**src/sv/stwdc_pkg.sv**
```systemverilog
// shared constants and types for the stereo table waveshaper with dc blocker
`timescale 1ns / 1ps
`default_nettype none

package stwdc_pkg;

    localparam int SAMPLE_WIDTH_DEF = 16;

    // configuration port
    localparam int CFG_IDX_W  = 3;
    localparam int CFG_DATA_W = 64;
    localparam int GAIN_W     = 16;
    localparam int NWORD      = 4;

    typedef enum logic [CFG_IDX_W-1:0] {
        CFG_PRE_GAIN  = 3'd0,
        CFG_POST_GAIN = 3'd1,
        CFG_DC_POLE   = 3'd2,
        CFG_TABLE_0   = 3'd3,
        CFG_TABLE_1   = 3'd4,
        CFG_TABLE_2   = 3'd5,
        CFG_TABLE_3   = 3'd6
    } t_cfg_idx;

    localparam logic [GAIN_W-1:0] PRE_GAIN_RST  = 16'd4096;
    localparam logic [GAIN_W-1:0] POST_GAIN_RST = 16'd4096;
    localparam logic [GAIN_W-1:0] DC_POLE_RST   = 16'd65253;

    // interpolation datapath
    localparam int STEP_W   = 16;
    localparam int Y_W      = 17;
    localparam int H_W      = 22;
    localparam int MU_W     = 15;
    localparam int Q15      = 15;
    localparam int DC_SHIFT = 16;
    localparam int MUL_B_W  = 17;

    localparam logic signed [Y_W-1:0] ONE_Q15 = 17'sd32768;

endpackage

`default_nettype wire

```
**src/sv/stwdc_mul.sv**
```systemverilog
// shared signed multiplier with registered product
`timescale 1ns / 1ps
`default_nettype none

module stwdc_mul #(
    parameter int A_W = 25,
    parameter int B_W = 17
) (
    input  logic                        i_clk,
    input  logic signed [A_W-1:0]       i_a,
    input  logic signed [B_W-1:0]       i_b,
    output logic signed [A_W+B_W-1:0]   o_p
);

    logic signed [A_W+B_W-1:0] r_p;

    always_ff @(posedge i_clk) begin
        r_p <= i_a * i_b;
    end

    assign o_p = r_p;

endmodule

`default_nettype wire

```
**src/sv/stereo_table_waveshaper_dc_block_top.sv**
```systemverilog
// top level of the stereo table waveshaper with dc blocker
`timescale 1ns / 1ps
`default_nettype none

// Each stereo item passes through both channels one after the other on a single
// shared multiplier driven by a small sequencer: per channel one product for the
// table position, four table reads, three Horner products, one post gain product
// and one dc blocker product. Once both results sit in the output register, the
// input is ready again; it is not ready while an item is in work, so no new item
// is taken before the last is through. The output register holds a finished
// result until it is taken, while the next item is accepted; a second finished item
// waits, with the input not ready, until the output register is free. Configuration
// writes are taken every cycle and must only come while the block is idle.
module stereo_table_waveshaper_dc_block_top #(
    parameter  int SAMPLE_WIDTH = stwdc_pkg::SAMPLE_WIDTH_DEF,
    localparam int DATA_W       = ((2 * SAMPLE_WIDTH + 7) / 8) * 8
) (
    input  logic                               i_clk,
    input  logic                               i_rst_n,
    input  logic                               s_axis_tvalid,
    output logic                               s_axis_tready,
    input  logic [DATA_W-1:0]                  s_axis_tdata,  // left_sample, right_sample
    output logic                               m_axis_tvalid,
    input  logic                               m_axis_tready,
    output logic [DATA_W-1:0]                  m_axis_tdata,  // left_result, right_result
    input  logic                               i_cfg_valid,
    output logic                               o_cfg_ready,
    input  logic [stwdc_pkg::CFG_IDX_W-1:0]    i_cfg_index,
    input  logic [stwdc_pkg::CFG_DATA_W-1:0]   i_cfg_data
);

    import stwdc_pkg::*;

    localparam int W       = SAMPLE_WIDTH;
    localparam int MA_W    = (W + 1 > H_W) ? W + 1 : H_W;
    localparam int P_W     = MA_W + MUL_B_W;
    localparam int SH_POST = 28 - W;

    localparam logic signed [P_W:0] RND_H    = (P_W + 1)'(1) << (Q15 - 1);
    localparam logic signed [P_W:0] RND_POST = (P_W + 1)'(1) << (SH_POST - 1);
    localparam logic signed [P_W:0] RND_DC   = (P_W + 1)'(1) << (DC_SHIFT - 1);
    localparam logic signed [P_W:0] SAT_HI   = (P_W + 1)'((64'd1 << (W - 1)) - 64'd1);
    localparam logic signed [P_W:0] SAT_LO   = ~SAT_HI;

    typedef enum logic [3:0] {
        ST_IDLE,
        ST_MPOS,
        ST_IDX,
        ST_FETCH,
        ST_COEF,
        ST_MH,
        ST_ACC,
        ST_MPOST,
        ST_SATX,
        ST_MDC,
        ST_DC,
        ST_OUT
    } t_state;

    // configuration registers
    logic [GAIN_W-1:0]     r_pre_gain;
    logic [GAIN_W-1:0]     r_post_gain;
    logic [GAIN_W-1:0]     r_dc_pole;
    logic [CFG_DATA_W-1:0] r_tab [NWORD];

    // sequencer and datapath registers
    t_state                r_state;
    logic                  r_ch;
    logic [1:0]            r_pt;
    logic [1:0]            r_step;
    logic signed [W-1:0]   r_smp [2];
    logic signed [W-1:0]   r_res [2];
    logic signed [W-1:0]   r_prev_in [2];
    logic signed [W-1:0]   r_prev_out [2];
    logic signed [W-1:0]   r_x;
    logic [4:0]            r_idx;
    logic [MU_W-1:0]       r_mu;
    logic signed [Y_W-1:0] r_y [4];
    logic signed [H_W-1:0] r_h;
    logic signed [H_W-1:0] r_a1;
    logic signed [H_W-1:0] r_a2;
    logic                  r_m_valid;
    logic [DATA_W-1:0]     r_m_data;

    // combinational next values and helpers
    logic signed [W-1:0]     smp;
    logic [W-1:0]            u;
    logic signed [MA_W-1:0]  mul_a;
    logic signed [MUL_B_W-1:0] mul_b;
    logic signed [P_W-1:0]   prod;
    logic signed [P_W:0]     prod_x;
    logic [4:0]              n_idx;
    logic [MU_W-1:0]         n_mu;
    logic signed [5:0]       k;
    logic [CFG_DATA_W-1:0]   tab_word;
    logic [STEP_W-1:0]       lane;
    logic signed [Y_W-1:0]   n_point;
    logic signed [H_W-1:0]   y0, y1, y2, y3;
    logic signed [H_W-1:0]   n_a0, n_a1, n_a2;
    logic signed [H_W-1:0]   addend;
    logic signed [P_W:0]     hsum;
    logic signed [H_W-1:0]   n_h;
    logic signed [P_W:0]     psum;
    logic signed [P_W:0]     pshift;
    logic signed [P_W:0]     dsum_r;
    logic signed [P_W:0]     dround;
    logic signed [P_W:0]     dsum;
    logic signed [P_W:0]     sat_in;
    logic signed [W-1:0]     sat_out;

    // configuration write port
    assign o_cfg_ready = 1'b1;

    always_ff @(posedge i_clk) begin
        if (!i_rst_n) begin
            r_pre_gain  <= PRE_GAIN_RST;
            r_post_gain <= POST_GAIN_RST;
            r_dc_pole   <= DC_POLE_RST;
            for (int i = 0; i < NWORD; i++) begin
                r_tab[i] <= '0;
            end
        end else if (i_cfg_valid) begin
            case (t_cfg_idx'(i_cfg_index))
                CFG_PRE_GAIN:  r_pre_gain  <= i_cfg_data[GAIN_W-1:0];
                CFG_POST_GAIN: r_post_gain <= i_cfg_data[GAIN_W-1:0];
                CFG_DC_POLE:   r_dc_pole   <= i_cfg_data[GAIN_W-1:0];
                CFG_TABLE_0:   r_tab[0]    <= i_cfg_data;
                CFG_TABLE_1:   r_tab[1]    <= i_cfg_data;
                CFG_TABLE_2:   r_tab[2]    <= i_cfg_data;
                CFG_TABLE_3:   r_tab[3]    <= i_cfg_data;
                default: ;
            endcase
        end
    end

    // operand selection for the shared multiplier
    assign smp = r_smp[r_ch];
    assign u   = {~smp[W-1], smp[W-2:0]};

    always_comb begin
        case (r_state)
            ST_MPOS: begin
                mul_a = $signed(MA_W'(u));
                mul_b = $signed(MUL_B_W'(r_pre_gain));
            end
            ST_MH: begin
                mul_a = MA_W'(r_h);
                mul_b = $signed(MUL_B_W'(r_mu));
            end
            ST_MPOST: begin
                mul_a = MA_W'(r_h);
                mul_b = $signed(MUL_B_W'(r_post_gain));
            end
            default: begin
                mul_a = MA_W'(r_prev_out[r_ch]);
                mul_b = $signed(MUL_B_W'(r_dc_pole));
            end
        endcase
    end

    stwdc_mul #(
        .A_W (MA_W),
        .B_W (MUL_B_W)
    ) u_stwdc_mul (
        .i_clk (i_clk),
        .i_a   (mul_a),
        .i_b   (mul_b),
        .o_p   (prod)
    );

    assign prod_x = (P_W + 1)'(prod);

    // table position, saturating at the end of the table
    always_comb begin
        if (|prod[W+15:W+12]) begin
            n_idx = 5'd16;
            n_mu  = '0;
        end else begin
            n_idx = {1'b0, prod[W+11:W+8]};
            n_mu  = prod[W+7:W-7];
        end
    end

    // table point read, below the table reads zero, above reads one
    assign k        = $signed({1'b0, r_idx}) + $signed({4'b0000, r_pt}) - 6'sd1;
    assign tab_word = r_tab[k[3:2]];
    assign lane     = tab_word[{k[1:0], 4'b0000} +: STEP_W];

    always_comb begin
        if (k[5]) begin
            n_point = '0;
        end else if (k[4]) begin
            n_point = ONE_Q15;
        end else begin
            n_point = Y_W'($signed(lane));
        end
    end

    // cubic coefficients
    assign y0   = H_W'(r_y[0]);
    assign y1   = H_W'(r_y[1]);
    assign y2   = H_W'(r_y[2]);
    assign y3   = H_W'(r_y[3]);
    assign n_a0 = y3 - y2 - y0 + y1;
    assign n_a1 = y0 + y0 - y1 - y1 - y3 + y2;
    assign n_a2 = y2 - y0;

    // horner step
    always_comb begin
        case (r_step)
            2'd0:    addend = r_a1;
            2'd1:    addend = r_a2;
            default: addend = y1;
        endcase
    end

    assign hsum = prod_x + ((P_W + 1)'(addend) <<< Q15) + RND_H;
    assign n_h  = hsum[Q15 +: H_W];

    // post gain and dc blocker sums
    assign psum   = prod_x + RND_POST;
    assign pshift = psum >>> SH_POST;
    assign dsum_r = prod_x + RND_DC;
    assign dround = dsum_r >>> DC_SHIFT;
    assign dsum   = (P_W + 1)'(r_x) - (P_W + 1)'(r_prev_in[r_ch]) + dround;

    // shared saturation
    assign sat_in = (r_state == ST_DC) ? dsum : pshift;

    always_comb begin
        if (sat_in > SAT_HI) begin
            sat_out = SAT_HI[W-1:0];
        end else if (sat_in < SAT_LO) begin
            sat_out = SAT_LO[W-1:0];
        end else begin
            sat_out = sat_in[W-1:0];
        end
    end

    // sequencer
    always_ff @(posedge i_clk) begin
        if (!i_rst_n) begin
            r_state   <= ST_IDLE;
            r_ch      <= 1'b0;
            r_pt      <= '0;
            r_step    <= '0;
            r_m_valid <= 1'b0;
            for (int i = 0; i < 2; i++) begin
                r_prev_in[i]  <= '0;
                r_prev_out[i] <= '0;
            end
        end else begin
            if (m_axis_tready && (r_state != ST_OUT)) begin
                r_m_valid <= 1'b0;
            end
            case (r_state)
                ST_IDLE: begin
                    if (s_axis_tvalid) begin
                        r_smp[0] <= $signed(s_axis_tdata[W-1:0]);
                        r_smp[1] <= $signed(s_axis_tdata[2*W-1:W]);
                        r_ch     <= 1'b0;
                        r_state  <= ST_MPOS;
                    end
                end
                ST_MPOS: begin
                    r_state <= ST_IDX;
                end
                ST_IDX: begin
                    r_idx   <= n_idx;
                    r_mu    <= n_mu;
                    r_pt    <= '0;
                    r_state <= ST_FETCH;
                end
                ST_FETCH: begin
                    r_y[r_pt] <= n_point;
                    r_pt      <= r_pt + 2'd1;
                    if (r_pt == 2'd3) begin
                        r_state <= ST_COEF;
                    end
                end
                ST_COEF: begin
                    r_h     <= n_a0;
                    r_a1    <= n_a1;
                    r_a2    <= n_a2;
                    r_step  <= '0;
                    r_state <= ST_MH;
                end
                ST_MH: begin
                    r_state <= ST_ACC;
                end
                ST_ACC: begin
                    r_h <= n_h;
                    if (r_step == 2'd2) begin
                        r_state <= ST_MPOST;
                    end else begin
                        r_step  <= r_step + 2'd1;
                        r_state <= ST_MH;
                    end
                end
                ST_MPOST: begin
                    r_state <= ST_SATX;
                end
                ST_SATX: begin
                    r_x     <= sat_out;
                    r_state <= ST_MDC;
                end
                ST_MDC: begin
                    r_state <= ST_DC;
                end
                ST_DC: begin
                    r_prev_in[r_ch]  <= r_x;
                    r_prev_out[r_ch] <= sat_out;
                    r_res[r_ch]      <= sat_out;
                    if (r_ch) begin
                        r_state <= ST_OUT;
                    end else begin
                        r_ch    <= 1'b1;
                        r_state <= ST_MPOS;
                    end
                end
                ST_OUT: begin
                    if (!r_m_valid || m_axis_tready) begin
                        r_m_valid <= 1'b1;
                        r_m_data  <= DATA_W'({r_res[1], r_res[0]});
                        r_state   <= ST_IDLE;
                    end
                end
                default: begin
                    r_state <= ST_IDLE;
                end
            endcase
        end
    end

    assign s_axis_tready = (r_state == ST_IDLE);
    assign m_axis_tvalid = r_m_valid;
    assign m_axis_tdata  = r_m_data;

endmodule

`default_nettype wire

```
**config.mk**
```make
export PLATFORM = sky130hd
export DESIGN_NAME = stereo_table_waveshaper_dc_block_top
export DESIGN_NICKNAME = d
export VERILOG_FILES = /design/src/sv/stwdc_pkg.sv /design/src/sv/stwdc_mul.sv /design/src/sv/stereo_table_waveshaper_dc_block_top.sv
export SDC_FILE = /design/constraint.sdc
export NUM_CORES = 2
export LEC_CHECK = 0
export BUFFER_PORTS_ARGS = -buffer_cell sky130_fd_sc_hd__buf_4
export CAP_MARGIN = 20
export CORE_MARGIN = 1.5
export CORE_UTILIZATION = 64
export CTS_CLUSTER_SIZE = 10
export DETAILED_ROUTE_END_ITERATION = 12
export GPL_TIMING_DRIVEN = 0
export PLACE_DENSITY_LB_ADDON = 0.1
export SYNTH_ARGS = -nofsm -noshare
export SYNTH_HDL_FRONTEND = slang
export SYNTH_SLANG_ARGS = --single-unit
```
**constraint.sdc**
```tcl
create_clock -name i_clk -period 11.47 [get_ports i_clk]
set_input_delay 0.5735 -clock i_clk [delete_from_list [all_inputs] [get_ports i_clk]]
set_output_delay 0.5735 -clock i_clk [all_outputs]
set_load 0.05 [all_outputs]
```
==> run_summary.xml <==
<?xml version="1.0" encoding="UTF-8"?>
<metrics>
  <group name="floorplan">
    <metric name="design.die.area" unit="um^2">75900</metric>
    <metric name="core-area" unit="um^2">73200</metric>
    <metric name="num_rows" unit="">99</metric>
    <metric name="start_util" unit="%">65.0</metric>
    <metric name="io_pins" unit="">139</metric>
    <metric name="die_width" unit="um">276</metric>
    <metric name="die_y" unit="um">276</metric>
  </group>
  <group name="final_layout">
    <metric name="fin_cells" unit="">5471</metric>
    <metric name="drive_above_1_share" unit="%">9.90</metric>
    <metric name="design.final.nets" unit="">5237</metric>
    <metric name="layout_overhead_on_the_synthesized_area" unit="%">10.9</metric>
  </group>
  <group name="clock_tree">
    <metric name="clkLatencyLatePin" unit="ns">0.66</metric>
    <metric name="clock-sinks" unit="">671</metric>
    <metric name="cts_root_buffer_type" unit="">sky130_fd_sc_hd__clkbuf_16</metric>
    <metric name="post_cts_buffers" unit="">0</metric>
    <metric name="clock_tree.buffer_depth" unit="">3</metric>
    <metric name="tritoncts" unit="">built</metric>
    <metric name="cts_clock_pin_slew_for_the_worst_setup_and_hold_paths" unit="ns">0.06</metric>
    <metric name="h-tree-depth" unit="">3</metric>
    <metric name="cts_inserted_buffers" unit="">79</metric>
    <metric name="post_cts_resize_count" unit="">0</metric>
    <metric name="cts_hold_buffers" unit="">0</metric>
  </group>
  <group name="placed_design">
    <metric name="buffer_ports.inserted" unit="">136</metric>
    <metric name="gp_routability_congestion" unit="">1.01</metric>
    <metric name="placed_cells" unit="">5332</metric>
    <metric name="dp_hpwl" unit="mm">95.9</metric>
  </group>
  <group name="power_and_ir_drop">
    <metric name="switching_power_total" unit="mW">6.49</metric>
    <metric name="p_int" unit="mW">7.90</metric>
    <metric name="ir_drop" unit="V">0.000427</metric>
    <metric name="reported_leakage_power" unit="nW">21.8</metric>
    <metric name="clkPwrFrac" unit="%">16.1</metric>
    <metric name="share_comb_of_total_power" unit="%">61.5</metric>
    <metric name="share_of_total_power_consumed_by_net_switching" unit="%">45.1</metric>
    <metric name="pwr-share-seq" unit="%">22.3</metric>
    <metric name="cellPowerDensity" unit="nW/um^2">273</metric>
    <metric name="post_layout_power" unit="mW">14.4</metric>
  </group>
  <group name="synthesis">
    <metric name="synth.top_cells.by_area" unit="">sky130_fd_sc_hd__edfxtp_1 37%, sky130_fd_sc_hd__fa_1 19%, sky130_fd_sc_hd__ha_1 6.1%</metric>
    <metric name="mappedNetlistArea" unit="um^2">47600</metric>
    <metric name="most_instantiated_library_cell_after_synthesis" unit="">sky130_fd_sc_hd__edfxtp_1</metric>
    <metric name="postSynthNetCount" unit="">4988</metric>
    <metric name="yosys.area.top_type" unit="">sky130_fd_sc_hd__edfxtp_1</metric>
    <metric name="synthTopCellsByCount" unit="">582 x sky130_fd_sc_hd__edfxtp_1, 554 x sky130_fd_sc_hd__inv_1, 459 x sky130_fd_sc_hd__nand2_1</metric>
    <metric name="ys_warn_count" unit="">0</metric>
    <metric name="synth_cell_type_count" unit="">97</metric>
    <metric name="synthesis.area_per_instance" unit="um^2">11.3</metric>
    <metric name="seq_area_frac_synth" unit="%">40.5</metric>
    <metric name="flip_flop_and_latch_count_after_synthesis" unit="">671</metric>
    <metric name="netlist_instances" unit="">4210</metric>
    <metric name="postSynth.asyncResetShare" unit="%">0</metric>
    <metric name="synth_top_cell_area_share" unit="%">36.8</metric>
    <metric name="count_of_flip_flops_with_a_built_in_enable_after_synthesis" unit="">582</metric>
    <metric name="ys_dominant_reg_cell" unit="">sky130_fd_sc_hd__edfxtp_1</metric>
  </group>
  <group name="timing">
    <metric name="setup_violations" unit="">0</metric>
    <metric name="worst_slew_pin_slew" unit="ns">1.37</metric>
    <metric name="rsz0062_at_grt" unit="">false</metric>
    <metric name="setup_skew" unit="ns">0.0453</metric>
    <metric name="min_period" unit="ns">10.80</metric>
    <metric name="slew_violations" unit="">0</metric>
    <metric name="maxSlewHeadroom" unit="%">8.65</metric>
    <metric name="final_min_period_over_clock_period" unit="%">94.1</metric>
    <metric name="timing.final.hold_violations" unit="">0</metric>
    <metric name="fin_worst_hold_slack" unit="ns">0.109</metric>
    <metric name="fmax" unit="GHz">0.0926</metric>
    <metric name="setup-tns-final" unit="ns">0</metric>
  </group>
  <group name="route">
    <metric name="drtIter0Drc" unit="">3308</metric>
    <metric name="ant_nets" unit="">0</metric>
    <metric name="wl" unit="mm">125</metric>
    <metric name="vias_per_cell" unit="">5.96</metric>
    <metric name="detailedRoute.firstPassIterationCount" unit="">9</metric>
    <metric name="number_of_design_rule_violations_left_after_detail_routing" unit="">0</metric>
    <metric name="route.vias.total" unit="">32600</metric>
    <metric name="routedWlPerCell" unit="um">22.9</metric>
  </group>
  <group name="global_route">
    <metric name="grt_first_pass_wirelength" unit="mm">190</metric>
    <metric name="grt_max_degree" unit="">37</metric>
    <metric name="gr-usage-all-layers" unit="%">33.7</metric>
    <metric name="globalRoute.totalOverflow" unit="">0</metric>
    <metric name="grt_pass1_vias" unit="">32800</metric>
    <metric name="grt_antenna_before_repair" unit="">6</metric>
  </group>
  <group name="setup_path">
    <metric name="critical_path.startpoint_type" unit="">flop</metric>
    <metric name="worstPathRequired" unit="ns">11.98</metric>
    <metric name="cpMostUsedCell" unit="">sky130_fd_sc_hd__fa_1</metric>
    <metric name="path_max_fanout" unit="">10</metric>
    <metric name="cp.arrival" unit="ns">11.31</metric>
    <metric name="crit_path_end_kind" unit="">flop</metric>
    <metric name="crit_path_max_incr_delay" unit="ns">0.78</metric>
    <metric name="critPathKind" unit="">flop to flop</metric>
    <metric name="crit_buf_inv" unit="">6</metric>
    <metric name="r2r_end" unit="">u_stwdc_mul.o_p[38]</metric>
    <metric name="critical-path-slowest-cell" unit="">sky130_fd_sc_hd__nor2_1</metric>
    <metric name="worst-r2r-setup-slack" unit="ns">0.67</metric>
    <metric name="worstReg2RegStart" unit="">r_state[2]</metric>
    <metric name="worst-r2r-cell-count" unit="">28</metric>
    <metric name="cpLargestDelayFamily" unit="">adder cells</metric>
  </group>
  <group name="run">
    <metric name="maxCapViolCount" unit="">0</metric>
  </group>
  <group name="min_path">
    <metric name="timing.hold.worst.class" unit="">primary input to flop</metric>
    <metric name="min_to" unit="">r_smp[0][6]</metric>
    <metric name="hold_path_startpoint" unit="">s_axis_tdata[6]</metric>
    <metric name="hold_path_depth" unit="">1</metric>
  </group>
  <group name="outcome">
    <metric name="run_status" unit="">complete, no violations</metric>
  </group>
</metrics>
-- kinds of logic (layout without fill, tap and decap cells) --
| group | count (synthesis) | after routing | share of synthesized area [%] |
|---|---|---|---|
| and+or+nand+nor | 1333 | 1333 | 13.5 |
| buffers and inverters | 721 | 1014 | 5.85 |
| adders and majority gates | 674 | 674 | 24.7 |
| DFF | 671 | 671 | 40.5 |
| AOI/OAI and AO/OA | 525 | 525 | 7.60 |
| xor gates and xnor gates | 154 | 154 | 2.84 |
| muxes | 131 | 131 | 4.92 |
| other | 1 | 10 | 0.00789 |
-- routing by layer --
metal  track usage (%)  vias to the layer above  wire, um  share of wire (%)
li1                  -                    14600         -                  -
met3              5.64                      307     11000                8.8
met4              14.6                        4      5860                4.7
met2              54.4                     1479     59100                 47
met1              45.4                    16200     49100                 39
met5                 0                        -        23              0.018
-- through the flow --
step,setup WS [ns],utilization [%],cell area (um^2)
floorplan,3.38,-,47600
global placement,-0.110,68.0,49800
detailed placement,0.862,68.7,50300
CTS,0.851,71.9,52600
global route,0.399,72.0,52700
finish,0.672,72.0,52700
-- layout by cell type, fill, tap and decap left out, types with 26 or more instances in the layout --
| cell type | n |
|---|---|
| sky130_fd_sc_hd__nand2_1 | 456 |
| sky130_fd_sc_hd__nand3_1 | 56 |
| sky130_fd_sc_hd__and2_1 | 315 |
| sky130_fd_sc_hd__a22oi_1 | 26 |
| sky130_fd_sc_hd__or3_1 | 26 |
| sky130_fd_sc_hd__xor2_1 | 58 |
| sky130_fd_sc_hd__xnor2_1 | 96 |
| sky130_fd_sc_hd__a21o_1 | 42 |
| sky130_fd_sc_hd__dfxtp_1 | 89 |
| sky130_fd_sc_hd__a211oi_1 | 37 |
| sky130_fd_sc_hd__ha_1 | 230 |
| sky130_fd_sc_hd__inv_1 | 554 |
| sky130_fd_sc_hd__o21a_1 | 32 |
| sky130_fd_sc_hd__clkbuf_16 | 79 |
| sky130_fd_sc_hd__nor2b_1 | 36 |
| sky130_fd_sc_hd__edfxtp_1 | 582 |
| sky130_fd_sc_hd__mux2i_1 | 29 |
| sky130_fd_sc_hd__fa_1 | 444 |
| sky130_fd_sc_hd__a21oi_1 | 161 |
| sky130_fd_sc_hd__nor2_1 | 293 |
| sky130_fd_sc_hd__mux4_2 | 80 |
| sky130_fd_sc_hd__nor3_1 | 40 |
| sky130_fd_sc_hd__buf_4 | 147 |
| sky130_fd_sc_hd__o21ai_0 | 63 |
| sky130_fd_sc_hd__clkbuf_1 | 164 |
-- power groups by stage --
stage,clock network (mW),registers (mW),logic [mW]
finish,2.32,3.21,8.86
global route,2.43,3.21,9.91
CTS,2.34,3.20,8.88
detailed placement,0,3.25,8.78
global placement,0,3.26,8.61
floorplan,0,3.10,6.51
-- flip-flops by register name, indices dropped and copies added, names as in the netlist, 18 cells and up, named ones only --
| register | count |
|---|---|
| r_y | 68 |
| r_tab | 256 |
| r_a2 | 18 |
| r_res | 32 |
| r_smp | 32 |
| m_axis_tdata | 32 |
| r_prev_out | 32 |
| r_prev_in | 32 |
| r_a1 | 22 |
| u_stwdc_mul.o_p | 30 |
| r_h | 22 |
-- how the worst max path moves through the flow --
stage	endpoint	startpoint	depth (start not counted)	slack, ns
6_report	u_stwdc_mul.o_p[38]	r_state[2]	28	0.67
5_1_grt	u_stwdc_mul.o_p[38]	r_state[2]	31	0.40
4_1_cts	u_stwdc_mul.o_p[38]	r_state[2]	28	0.85
3_5_place_dp	u_stwdc_mul.o_p[38]	r_state[2]	28	0.86
3_3_place_gp	u_stwdc_mul.o_p[38]	r_state[2]	27	-0.11
2_1_floorplan	u_stwdc_mul.o_p[38]	r_state[1]	27	3.38
-- final cells by class --
| cell class | instances | area [um^2] |
|---|---|---|
| Antenna cell | 9 | 22.5 |
| Buffer | 167 | 704 |
| Clock buffer | 111 | 2100 |
| Clock inverter | 14 | 250 |
| Fill cell | 5183 | 20500 |
| Inverter | 554 | 2080 |
| Multi-Input combinational cell | 2818 | 25600 |
| Sequential cell | 671 | 19300 |
| Tap cell | 959 | 1200 |
| Timing Repair Buffer | 168 | 1490 |
No activity file was read; power rests on OpenSTA's default activity.
